--- src/sv/asvs_pkg.sv ---
// ----------------------------------------------------------------------------
// asvs_pkg
// Shared widths, constants and register codes for the adaptive sample
// variance stop block.
// ----------------------------------------------------------------------------
package asvs_pkg;

  // field widths
  localparam int COLOR_W     = 8;
  localparam int MIN_W       = 11;
  localparam int LIMIT_W     = 32;
  localparam int COUNT_OUT_W = 11;
  localparam int MEAN_W      = 24;
  localparam int LUMA16_W    = 16;
  localparam int M2_W        = 44;
  localparam int VAR_W       = 32;
  localparam int PROD_W      = 2 * MEAN_W;
  localparam int PROD_SHIFT  = 16;

  // luma weights in Q0.16, they sum to exactly one
  localparam logic [LUMA16_W-1:0] LUMA_R_COEF = 16'd13933;
  localparam logic [LUMA16_W-1:0] LUMA_G_COEF = 16'd46871;
  localparam logic [LUMA16_W-1:0] LUMA_B_COEF = 16'd4732;

  // default sample limit
  localparam int MAX_SAMPLES_DEF = 1024;

  // divider step counts
  localparam int STEP_W         = $clog2(M2_W + 1);
  localparam int MEAN_DIV_STEPS = MEAN_W;
  localparam int VAR_DIV_STEPS  = M2_W;

  // configuration port
  localparam int DATA_W      = 32;
  localparam int ADDR_W      = 3;
  localparam int REG_IDX_LSB = 2;

  localparam logic [MIN_W-1:0]   MIN_SAMPLES_RST    = 11'd16;
  localparam logic [LIMIT_W-1:0] VARIANCE_LIMIT_RST = 32'd429497;

  // register index codes
  localparam logic REG_MIN_SAMPLES    = 1'b0;
  localparam logic REG_VARIANCE_LIMIT = 1'b1;

endpackage

--- src/sv/adaptive_sample_variance_stop.sv ---
// ----------------------------------------------------------------------------
// adaptive_sample_variance_stop
// Per-pixel Welford running mean and M2 of sample luma, with a variance stop
// test against a programmable limit.
// ----------------------------------------------------------------------------
// Order of work: capture, luma, mean division, mean update, multiply, M2
// accumulation, variance division (skipped when the count is one), finish.
// Both divisions use the shared one-bit-per-cycle restoring divider, 24
// steps for the mean update and 44 steps for the variance. No new item is
// taken until the last one's result is in the output register, where it
// waits while the next item is taken.
// Reset: synchronous; clears statistics, sequencer and output valid, and
// loads the register defaults (min_samples 16, variance_limit 429497).
module adaptive_sample_variance_stop #(
  parameter int MAX_SAMPLES = asvs_pkg::MAX_SAMPLES_DEF
) (
  input  logic                              clk,
  input  logic                              rst,
  // input channel
  input  logic                              in_valid,
  output logic                              in_stall,
  input  logic                              new_pixel,
  input  logic [asvs_pkg::COLOR_W-1:0]      red,
  input  logic [asvs_pkg::COLOR_W-1:0]      green,
  input  logic [asvs_pkg::COLOR_W-1:0]      blue,
  // output channel
  output logic                              out_valid,
  input  logic                              out_stall,
  output logic                              keep_sampling,
  output logic [asvs_pkg::COUNT_OUT_W-1:0]  sample_count,
  output logic [asvs_pkg::MEAN_W-1:0]       mean_luma,
  output logic [asvs_pkg::VAR_W-1:0]        sample_variance,
  // configuration port
  input  logic                              psel,
  input  logic                              penable,
  input  logic                              pwrite,
  input  logic [asvs_pkg::ADDR_W-1:0]       paddr,
  input  logic [asvs_pkg::DATA_W-1:0]       pwdata,
  output logic [asvs_pkg::DATA_W-1:0]       prdata,
  output logic                              pready
);

  localparam int CNT_W = $clog2(MAX_SAMPLES + 1);
  localparam int CMP_W = (CNT_W > asvs_pkg::MIN_W) ? CNT_W : asvs_pkg::MIN_W;
  localparam int SUM_W = asvs_pkg::MEAN_W;
  localparam int ACC_W = asvs_pkg::M2_W + 1;

  typedef enum logic [7:0] {
    ST_IDLE     = 8'b0000_0001,
    ST_LUMA     = 8'b0000_0010,
    ST_DIV_MEAN = 8'b0000_0100,
    ST_UPDATE   = 8'b0000_1000,
    ST_MULT     = 8'b0001_0000,
    ST_ACC      = 8'b0010_0000,
    ST_DIV_VAR  = 8'b0100_0000,
    ST_FINISH   = 8'b1000_0000
  } state_t;

  state_t state;

  // configuration registers
  logic [asvs_pkg::MIN_W-1:0]   min_samples;
  logic [asvs_pkg::LIMIT_W-1:0] variance_limit;

  // pixel statistics
  logic [CNT_W-1:0]             count;
  logic [asvs_pkg::MEAN_W-1:0]  running_mean;
  logic [asvs_pkg::M2_W-1:0]    squares_sum;

  // captured sample and working values
  logic [asvs_pkg::COLOR_W-1:0] red_q;
  logic [asvs_pkg::COLOR_W-1:0] green_q;
  logic [asvs_pkg::COLOR_W-1:0] blue_q;
  logic [asvs_pkg::MEAN_W-1:0]  luma;
  logic                         neg;
  logic [asvs_pkg::MEAN_W-1:0]  d_mag;
  logic [asvs_pkg::MEAN_W-1:0]  d2_mag;
  logic [asvs_pkg::PROD_W-1:0]  prod;
  logic                         var_zero;

  // shared divider
  logic [CNT_W-1:0]             div_rem;
  logic [asvs_pkg::M2_W-1:0]    div_quo;
  logic [CNT_W-1:0]             div_den;
  logic [asvs_pkg::STEP_W-1:0]  div_cnt;
  logic [CNT_W:0]               div_trial;
  logic [CNT_W:0]               div_diff;
  logic                         div_ge;
  logic [CNT_W-1:0]             div_rem_next;
  logic [asvs_pkg::M2_W-1:0]    div_quo_next;

  // combinational values
  logic                         in_xfer;
  logic                         out_xfer;
  logic                         cfg_write;
  logic                         reg_idx;
  logic [SUM_W-1:0]             luma_sum;
  logic [asvs_pkg::MEAN_W-1:0]  luma_next;
  logic [CNT_W-1:0]             n_next;
  logic                         neg_next;
  logic [asvs_pkg::MEAN_W-1:0]  d_mag_next;
  logic [asvs_pkg::MEAN_W-1:0]  mean_next;
  logic [asvs_pkg::MEAN_W-1:0]  d2_mag_next;
  logic [ACC_W-1:0]             m2_sum;
  logic [asvs_pkg::M2_W-1:0]    m2_next;
  logic [asvs_pkg::VAR_W-1:0]   var_next;
  logic                         keep_next;
  logic                         out_free;

  assign in_stall  = (state != ST_IDLE);
  assign in_xfer   = in_valid && !in_stall;
  assign out_xfer  = out_valid && !out_stall;
  assign out_free  = !out_valid || !out_stall;
  assign pready    = 1'b1;
  assign cfg_write = psel && penable && pwrite && pready;
  assign reg_idx   = paddr[asvs_pkg::REG_IDX_LSB];

  // register read-back
  always_comb begin
    case (reg_idx)
      asvs_pkg::REG_MIN_SAMPLES:    prdata = asvs_pkg::DATA_W'(min_samples);
      asvs_pkg::REG_VARIANCE_LIMIT: prdata = asvs_pkg::DATA_W'(variance_limit);
      default:                      prdata = '0;
    endcase
  end

  // luma in Q0.16, widened to Q0.24
  always_comb begin
    luma_sum = SUM_W'(red_q) * SUM_W'(asvs_pkg::LUMA_R_COEF)
             + SUM_W'(green_q) * SUM_W'(asvs_pkg::LUMA_G_COEF)
             + SUM_W'(blue_q) * SUM_W'(asvs_pkg::LUMA_B_COEF);
    luma_next = {luma_sum[SUM_W-1 -: asvs_pkg::LUMA16_W],
                 {(asvs_pkg::MEAN_W - asvs_pkg::LUMA16_W){1'b0}}};
  end

  // saturating sample count and first deviation
  always_comb begin
    n_next     = (count == CNT_W'(MAX_SAMPLES)) ? count : count + 1'b1;
    neg_next   = luma_next < running_mean;
    d_mag_next = neg_next ? running_mean - luma_next : luma_next - running_mean;
  end

  // one restoring division step
  always_comb begin
    div_trial    = {div_rem, div_quo[asvs_pkg::M2_W-1]};
    div_diff     = div_trial - {1'b0, div_den};
    div_ge       = (div_trial >= {1'b0, div_den});
    div_rem_next = div_ge ? div_diff[CNT_W-1:0] : div_trial[CNT_W-1:0];
    div_quo_next = {div_quo[asvs_pkg::M2_W-2:0], div_ge};
  end

  // mean update and second deviation
  always_comb begin
    mean_next   = neg ? running_mean - div_quo[asvs_pkg::MEAN_W-1:0]
                      : running_mean + div_quo[asvs_pkg::MEAN_W-1:0];
    d2_mag_next = (luma >= mean_next) ? luma - mean_next : mean_next - luma;
  end

  // saturating M2 accumulation
  always_comb begin
    m2_sum  = {1'b0, squares_sum}
            + ACC_W'(prod[asvs_pkg::PROD_W-1:asvs_pkg::PROD_SHIFT]);
    m2_next = m2_sum[ACC_W-1] ? '1 : m2_sum[asvs_pkg::M2_W-1:0];
  end

  // variance saturation and stop test
  always_comb begin
    if (var_zero) begin
      var_next = '0;
    end else if (|div_quo[asvs_pkg::M2_W-1:asvs_pkg::VAR_W]) begin
      var_next = '1;
    end else begin
      var_next = div_quo[asvs_pkg::VAR_W-1:0];
    end
    keep_next = !((CMP_W'(count) >= CMP_W'(min_samples)) && (var_next <= variance_limit));
  end

  // sequencer, statistics, configuration and output valid
  always_ff @(posedge clk) begin
    if (rst) begin
      state          <= ST_IDLE;
      out_valid      <= 1'b0;
      min_samples    <= asvs_pkg::MIN_SAMPLES_RST;
      variance_limit <= asvs_pkg::VARIANCE_LIMIT_RST;
      count          <= '0;
      running_mean   <= '0;
      squares_sum    <= '0;
      div_cnt        <= '0;
    end else begin
      if (cfg_write) begin
        case (reg_idx)
          asvs_pkg::REG_MIN_SAMPLES:    min_samples <= pwdata[asvs_pkg::MIN_W-1:0];
          asvs_pkg::REG_VARIANCE_LIMIT: variance_limit <= pwdata[asvs_pkg::LIMIT_W-1:0];
          default: ;
        endcase
      end

      // a fresh result replaces one leaving in the same cycle
      if (state == ST_FINISH && out_free) begin
        out_valid <= 1'b1;
      end else if (out_xfer) begin
        out_valid <= 1'b0;
      end

      case (state)
        ST_IDLE: begin
          if (in_xfer) begin
            if (new_pixel) begin
              count        <= '0;
              running_mean <= '0;
              squares_sum  <= '0;
            end
            state <= ST_LUMA;
          end
        end
        ST_LUMA: begin
          count   <= n_next;
          div_cnt <= asvs_pkg::STEP_W'(asvs_pkg::MEAN_DIV_STEPS);
          state   <= ST_DIV_MEAN;
        end
        ST_DIV_MEAN: begin
          div_cnt <= div_cnt - 1'b1;
          if (div_cnt == asvs_pkg::STEP_W'(1)) begin
            state <= ST_UPDATE;
          end
        end
        ST_UPDATE: begin
          running_mean <= mean_next;
          state        <= ST_MULT;
        end
        ST_MULT: begin
          state <= ST_ACC;
        end
        ST_ACC: begin
          squares_sum <= m2_next;
          div_cnt     <= asvs_pkg::STEP_W'(asvs_pkg::VAR_DIV_STEPS);
          if (count == CNT_W'(1)) begin
            state <= ST_FINISH;
          end else begin
            state <= ST_DIV_VAR;
          end
        end
        ST_DIV_VAR: begin
          div_cnt <= div_cnt - 1'b1;
          if (div_cnt == asvs_pkg::STEP_W'(1)) begin
            state <= ST_FINISH;
          end
        end
        ST_FINISH: begin
          if (out_free) begin
            state <= ST_IDLE;
          end
        end
        default: begin
          state <= ST_IDLE;
        end
      endcase
    end
  end

  // datapath registers
  always_ff @(posedge clk) begin
    case (state)
      ST_IDLE: begin
        if (in_xfer) begin
          red_q   <= red;
          green_q <= green;
          blue_q  <= blue;
        end
      end
      ST_LUMA: begin
        luma    <= luma_next;
        neg     <= neg_next;
        d_mag   <= d_mag_next;
        div_rem <= '0;
        div_den <= n_next;
        div_quo <= asvs_pkg::M2_W'(d_mag_next) << (asvs_pkg::M2_W - asvs_pkg::MEAN_W);
      end
      ST_DIV_MEAN, ST_DIV_VAR: begin
        div_rem <= div_rem_next;
        div_quo <= div_quo_next;
      end
      ST_UPDATE: begin
        d2_mag <= d2_mag_next;
      end
      ST_MULT: begin
        prod <= asvs_pkg::PROD_W'(d_mag) * asvs_pkg::PROD_W'(d2_mag);
      end
      ST_ACC: begin
        var_zero <= (count == CNT_W'(1));
        div_rem  <= '0;
        div_den  <= count - 1'b1;
        div_quo  <= m2_next;
      end
      ST_FINISH: begin
        if (out_free) begin
          keep_sampling   <= keep_next;
          sample_count    <= asvs_pkg::COUNT_OUT_W'(count);
          mean_luma       <= running_mean;
          sample_variance <= var_next;
        end
      end
      default: ;
    endcase
  end

endmodule

--- config.mk ---
export PLATFORM = sky130hd
export DESIGN_NAME = adaptive_sample_variance_stop
export DESIGN_NICKNAME = d
export VERILOG_FILES = /design/src/sv/asvs_pkg.sv /design/src/sv/adaptive_sample_variance_stop.sv
export SDC_FILE = /design/constraint.sdc
export NUM_CORES = 2
export LEC_CHECK = 0
export BUFFER_PORTS_ARGS = -buffer_cell sky130_fd_sc_hd__clkbuf_2
export CELL_PAD_IN_SITES_DETAIL_PLACEMENT = 1
export CELL_PAD_IN_SITES_GLOBAL_PLACEMENT = 1
export CORE_UTILIZATION = 40
export CTS_CLUSTER_SIZE = 40
export DETAILED_ROUTE_END_ITERATION = 10
export PLACE_DENSITY_LB_ADDON = 0.12
export SYNTH_ARGS = -nofsm -noshare
export SYNTH_HDL_FRONTEND = slang
export SYNTH_SLANG_ARGS = --single-unit
--- constraint.sdc ---
create_clock -name clk -period 9.96 [get_ports clk]
set_clock_uncertainty 0.05 [all_clocks]
set_input_delay 2.49 -clock clk [delete_from_list [all_inputs] [get_ports clk]]
set_output_delay 2.49 -clock clk [all_outputs]
set_load 0.03 [all_outputs]
; ---- Yosys cells after proc, flatten, opt, wreduce, memory -nomap -nowiden
; Index checks and enable logic that the tools add are counted.
[totals]
reg_bits = 409
inputBits = 67
output_inout_bits = 103
wordCells = 123
[classes]
muxes = 30
eq_ne = 17
n_addsub = 13
reduce_logical = 29
order_cmp = 5
multipliers = 4
n_bitwise = 1
[ops]
columns = cell, count
row1 = 44-bit two-way mux, 3
row2 = 44-bit case mux with 3 select lines, 1
row3 = 24-bit two-way mux, 5
row4 = 24-bit subtractor, 5
row5 = 44-bit case mux with 2 select lines, 1
row6 = 11-bit case mux with 2 select lines, 3
row7 = 32-bit two-way mux, 2
row8 = 32-bit case mux with 2 select lines, 1
row9 = 8-bit case mux with 8 select lines, 1
row10 = 24-bit by 24-bit multiplier with 48-bit output, 1
row11 = 24-bit case mux with 2 select lines, 1
row12 = 44-bit by 32-bit adder with 45-bit output, 1
row13 = 11-bit two-way mux, 4
row14 = 8-bit two-way mux, 5
row15 = 32-bit <= comparator, 1
row16 = 22-bit by 24-bit adder with 24-bit output, 1
row17 = 24-bit by 21-bit adder with 24-bit output, 1
row18 = 24-bit adder, 1
row19 = 24-bit >= comparator, 1
row20 = 24-bit less-than comparator, 1
row21 = "8-bit by 16-bit multiplier with 24-bit output, second input constant", 1
row22 = "8-bit by 14-bit multiplier with 22-bit output, second input constant", 1
row23 = "8-bit by 11-bit multiplier with 19-bit output, second input constant", 1
row24 = 6-bit case mux with 3 select lines, 1
row25 = 31 further kinds, 55

; ---- Depth between registers and ports, before layout
[logic_depth]
word_depth = 6
depth_mapped = 49
ltp_nobuf = 47

; ---- Worst setup path after synthesis
; Ideal clock, no wire load.
[synth_timing]
path_kind = reg2reg
start = register blue_q[3] in the netlist's numbering
end = register div_quo[29] in the netlist's numbering (data pin)
period_less_slack_ns = 9.459
required_time_ns = 9.648
path_slack_ns = 0.501
t_arrival_ns = 9.147
path_stages_with_launch = 41
setup_time_ns = 0.262
n_path_buf = 3
cell_sequence = edfxtp_1 fa_1 ha_1 fa_1 inv_1 fa_1 inv_1 ha_1 a21oi_1 o21bai_1 a21oi_1 o21bai_1 a21oi_1 xnor2_1 fa_1 inv_1 fa_1 fa_1 [... 5 more ...] nand2_1 o21ai_0 a21oi_1 inv_1 a21oi_1 xnor2_1 ha_1 clkbuf_1 a21o_1 a21o_1 a21o_1 a31oi_1 a31o_4 buf_6 buf_6 mux2_4 a22oi_1 nand2_1
[synth_via]
elab_chain_cells = 5
word_cells_on_any_way = 7
cone_classes = add/sub (3) / mul (1) / order compare (1) / mux (2)
[synth_lines]
columns = element, line
row1 = from (decl), adaptive_sample_variance_stop.sv:73  ; logic [asvs_pkg::COLOR_W-1:0] blue_q;
row2 = from (signal assigned), adaptive_sample_variance_stop.sv:268  ; blue_q <= blue;
row3 = 8-bit by 11-bit multiplier with 19-bit output, adaptive_sample_variance_stop.sv:131  ; + SUM_W'(blue_q) * SUM_W'(asvs_pkg::LUMA_B_COEF);
row4 = 24-bit by 21-bit adder with 24-bit output, adaptive_sample_variance_stop.sv:131
row5 = net luma_sum[21], adaptive_sample_variance_stop.sv:97  ; logic [SUM_W-1:0] luma_sum;
row6 = 24-bit less-than comparator, adaptive_sample_variance_stop.sv:139  ; neg_next = luma_next < running_mean;
row7 = net neg_next, adaptive_sample_variance_stop.sv:100  ; logic neg_next;
row8 = 24-bit two-way mux, adaptive_sample_variance_stop.sv:140  ; d_mag_next = neg_next ? running_mean - luma_next : luma_next - running_mean;
row9 = "net d_mag_next, one bit", adaptive_sample_variance_stop.sv:101  ; logic [asvs_pkg::MEAN_W-1:0] d_mag_next;
row10 = 44-bit case mux with 3 select lines, adaptive_sample_variance_stop.sv:263  ; case (state)
row11 = to (signal assigned), adaptive_sample_variance_stop.sv:277  ; div_quo <= asvs_pkg::M2_W'(d_mag_next) << (asvs_pkg::M2_W - asvs_pkg::MEAN_W);
row12 = to (signal assigned), adaptive_sample_variance_stop.sv:281  ; div_quo <= div_quo_next;
row13 = to (signal assigned), adaptive_sample_variance_stop.sv:293  ; div_quo <= m2_next;
row14 = to (decl), adaptive_sample_variance_stop.sv:83  ; logic [asvs_pkg::M2_W-1:0] div_quo;
; The timed path passes the listed nets, and every way through them passes these cells.
; A chain may end at the register's enable or synchronous reset.

; ---- Final worst setup path
[layout_timing]
start = register blue_q[2] in the netlist's numbering
end = register div_quo[42] in the netlist's numbering (data pin)
[layout_via]
elab_chain_cells = 5
word_cells_on_any_way = 7
cone_classes = add/sub (3) / mul (1) / order compare (1) / mux (2)
[layout_lines]
columns = element, line
row1 = 8-bit by 11-bit multiplier with 19-bit output *, adaptive_sample_variance_stop.sv:131
row2 = 24-bit by 21-bit adder with 24-bit output *, adaptive_sample_variance_stop.sv:131
row3 = net luma_sum[21], adaptive_sample_variance_stop.sv:97
row4 = 24-bit subtractor or 24-bit less-than comparator (tied branches), "adaptive_sample_variance_stop.sv:140, adaptive_sample_variance_stop.sv:139"
row5 = 24-bit two-way mux *, adaptive_sample_variance_stop.sv:140
row6 = "net d_mag_next, one bit", adaptive_sample_variance_stop.sv:101
row7 = 44-bit case mux with 3 select lines *, adaptive_sample_variance_stop.sv:263
; Mark *: on every way through the listed nets, which the timed path passes. The rest lies on a longest branch.

==> results_dict.tcl <==
set metrics [dict create \
    yosysMostFrequentCell "inv_1" \
    syn_to_final_growth_pct 10.3 \
    grt_pass1_vias 38500 \
    finalSetupViolations 0 \
    muxShareOfSynthArea_pct 0.557 \
    antenna_found_initial 5 \
    synth.area.top_cells "fa_1 (27%), edfxtp_1 (16%), ha_1 (13%)" \
    synth_cell_types 93 \
    finalNonFillerCells 6798 \
    cts.clk_slew.worst_paths_ps 60 \
    num_vias 35800 \
    layout-drive-gt1-share_pct 8.78 \
    avgSynthCellArea_sq_um 9.25 \
    synth_simple_gate_area_share_pct 14.2 \
    die_w_microns 345 \
    place_congestion 0.880 \
    fmax_mhz 105 \
    async_reset_ff_share_pct 0 \
    htree_levels 2 \
    critPathMaxStageDelay_ps 600 \
    ys_warn_count 0 \
    post-synth-top-area-cell "fa_1" \
    rrSetupSlack_ps 410 \
    use_met1_pct 33.6 \
    max-clock-path-buffers 3 \
    top_level_ports 170 \
    relSlewSlack_pct 10.9 \
    synth_cells 5075 \
    place_hpwl_microns 116000 \
    worst-path-buf-inv 7 \
    critPathCaptureType "flip-flop" \
    yosys.area_share.adder_pct 39.6 \
    rows 125 \
    drtPass1Iterations 5 \
    timing.final.crit_share_pct 95.9 \
    cts_sinks 393 \
    drtIter0Drc 1660 \
    gr-usage-all-layers_pct 24.4 \
    crit_family "adder cells" \
    io_buffers 166 \
    crit_slowest_cell "fa_1" \
    hp-class "flip-flop to flip-flop" \
    synth-xor-area-share_pct 3.66 \
    fin_nets 6410 \
    syn-cell-area_sq_um 46900 \
    clockRootBuffer "clkbuf_16" \
    clk_latency_ps 640 \
    multi_input_area_sq_um 32600 \
    grt_first_pass_wirelength_microns 223000 \
    synth_edf_count 256 \
    drcViolationCount 0 \
    yosys.area.top_type_share_pct 26.6 \
    grt_start_max_net_pins 77 \
    cts_buffers 47 \
    arrival_ps 9850 \
    die_area_sq_um 119000 \
    regArea_sq_um 10400 \
    cp_max_fo 5 \
    synth_fp_nets 6252 \
    drv_cap 0 \
    gr-total-overflow 0 \
    grt_util_met2_pct 41.0 \
    max_slew.worst_pin.slew_ps 1320 \
    hold_violations 0 \
    routedWlPerCell_microns 20.9 \
    crit_required_ps 10260 \
    critPathLaunchType "flip-flop" \
    status "completed" \
    cts_tree "built" \
    synth_top_flop_cell "edfxtp_1" \
    start_util_pct 40.4 \
    yosysSeqAreaShare_pct 22.2 \
    core_sq_um 116000 \
    drt-vias-per-instance 5.26 \
    busiest_layer "met2" \
    final.min_clock_period_ps 9550 \
    synth-seq-cells 393 \
    slew_violations 0 \
    synth_top_family_by_area "adder cells" \
    fillers 13500 \
    die_h_microns 345 \
    synth-compound-area-share_pct 11.0 \
    ant_nets 0 \
    worstSetupPathType "flip-flop to flip-flop" \
    gr-usage-met3_pct 3.04 \
    cts_hold_buf 0 \
    routed_wirelength_microns 142000 \
    placed_cells 6702 \
    synth_common_cells "inv_1 (885), nand2_1 (683), fa_1 (623)" \
]
==> per-stage QoR <==
stage | setup slack (ps) | setup TNS (ps) | utilization (%) | cell area [sq um] | hold slack, ps
after floorplan | 501 | 0 | - | 46900 | 382
after global placement | 6.04 | 0 | 43.0 | 50000 | 392
after detailed placement | -139 | -1110 | 43.0 | 50000 | 397
after CTS | 5.73 | 0 | 44.3 | 51500 | 405
after global routing | -41.1 | -224 | 44.6 | 51800 | 415
final | 411 | 0 | 44.6 | 51800 | 402
==> path summary, 6_finish.rpt <==
kind              cells after the start                  to                from
hold reg to reg                       2  variance_limit[27]  variance_limit[27]
setup reg to reg                     44         div_quo[42]           blue_q[2]
setup / recovery                     44         div_quo[42]           blue_q[2]
hold / removal                        2  variance_limit[27]  variance_limit[27]
==> worst reg2reg max path, delay by kind of cell, from the launching register on <==
kind | cells | cell delay (ps)
muxes | 1 | 120
and+or+nand+nor | 4 | 450
xor gates and xnor gates | 3 | 400
DFF | 1 | 420
AOI/OAI and AO/OA | 18 | 2900
buffers and inverters | 7 | 420
adders and majority gates | 11 | 4530
==> cell type report <==
cell class | instances | share of cell area, %
Timing Repair Buffer | 307 | 3.69
Clock inverter | 21 | 0.488
Multi-Input combinational cell | 3596 | 63.0
Inverter | 888 | 6.45
Clock buffer | 67 | 2.55
Antenna cell | 2 | 0.00967
Sequential cell | 393 | 20.1
Tap cell | 1524 | 3.68
==> timing repair <==
item | CTS | global route
pin swaps | 2 | 29
setup buffers | 0 | 5
resized for setup | 4 | 43
setup endpoints to repair | 18 | 45
gates cloned | 0 | 1
==> sequential cells by signal, summed over array words and instances (netlist names), 24 cells and up <==
signal	flops
div_quo	44
squares_sum	44
prod	32
sample_variance	32
variance_limit	32
d2_mag	24
d_mag	24
mean_luma	24
running_mean	24
==> per-layer routing <==
metal	routed length, microns	vias up
li1	-	16700
met1	65300	18400
met2	67800	551
met3	5890	136
met4	2830	2
met5	13	-
==> cells in the final DEF (no fill, tap or decap), drive strengths merged, types with 29 or more instances in the layout <==
cell / n
a21o: 93
a21oi: 272
a31oi: 38
and2: 197
buf: 142
clkbuf: 232
dfxtp: 137
edfxtp: 256
fa: 623
ha: 487
inv: 887
nand2: 683
nand2b: 29
nand3: 48
nand4: 30
nor2: 284
nor2b: 29
nor3: 53
o21a: 33
o21ai: 165
xnor2: 127
xor2: 69
==> logic make-up (layout without fill, tap and decap cells) <==
kind of cell | after synthesis | after routing
adder cells (fa/ha/maj) | 1110 | 1110
AND/OR/NAND/NOR | 1459 | 1459
other | 1 | 3
multiplexers | 25 | 25
XOR/XNOR | 196 | 196
AO/OA/AOI/OAI | 804 | 805
flip-flops | 393 | 393
buffers and inverters | 1087 | 1283
Power is not shown: default switching activity piles up to over one toggle a cycle in this logic, so the estimate is an artifact.
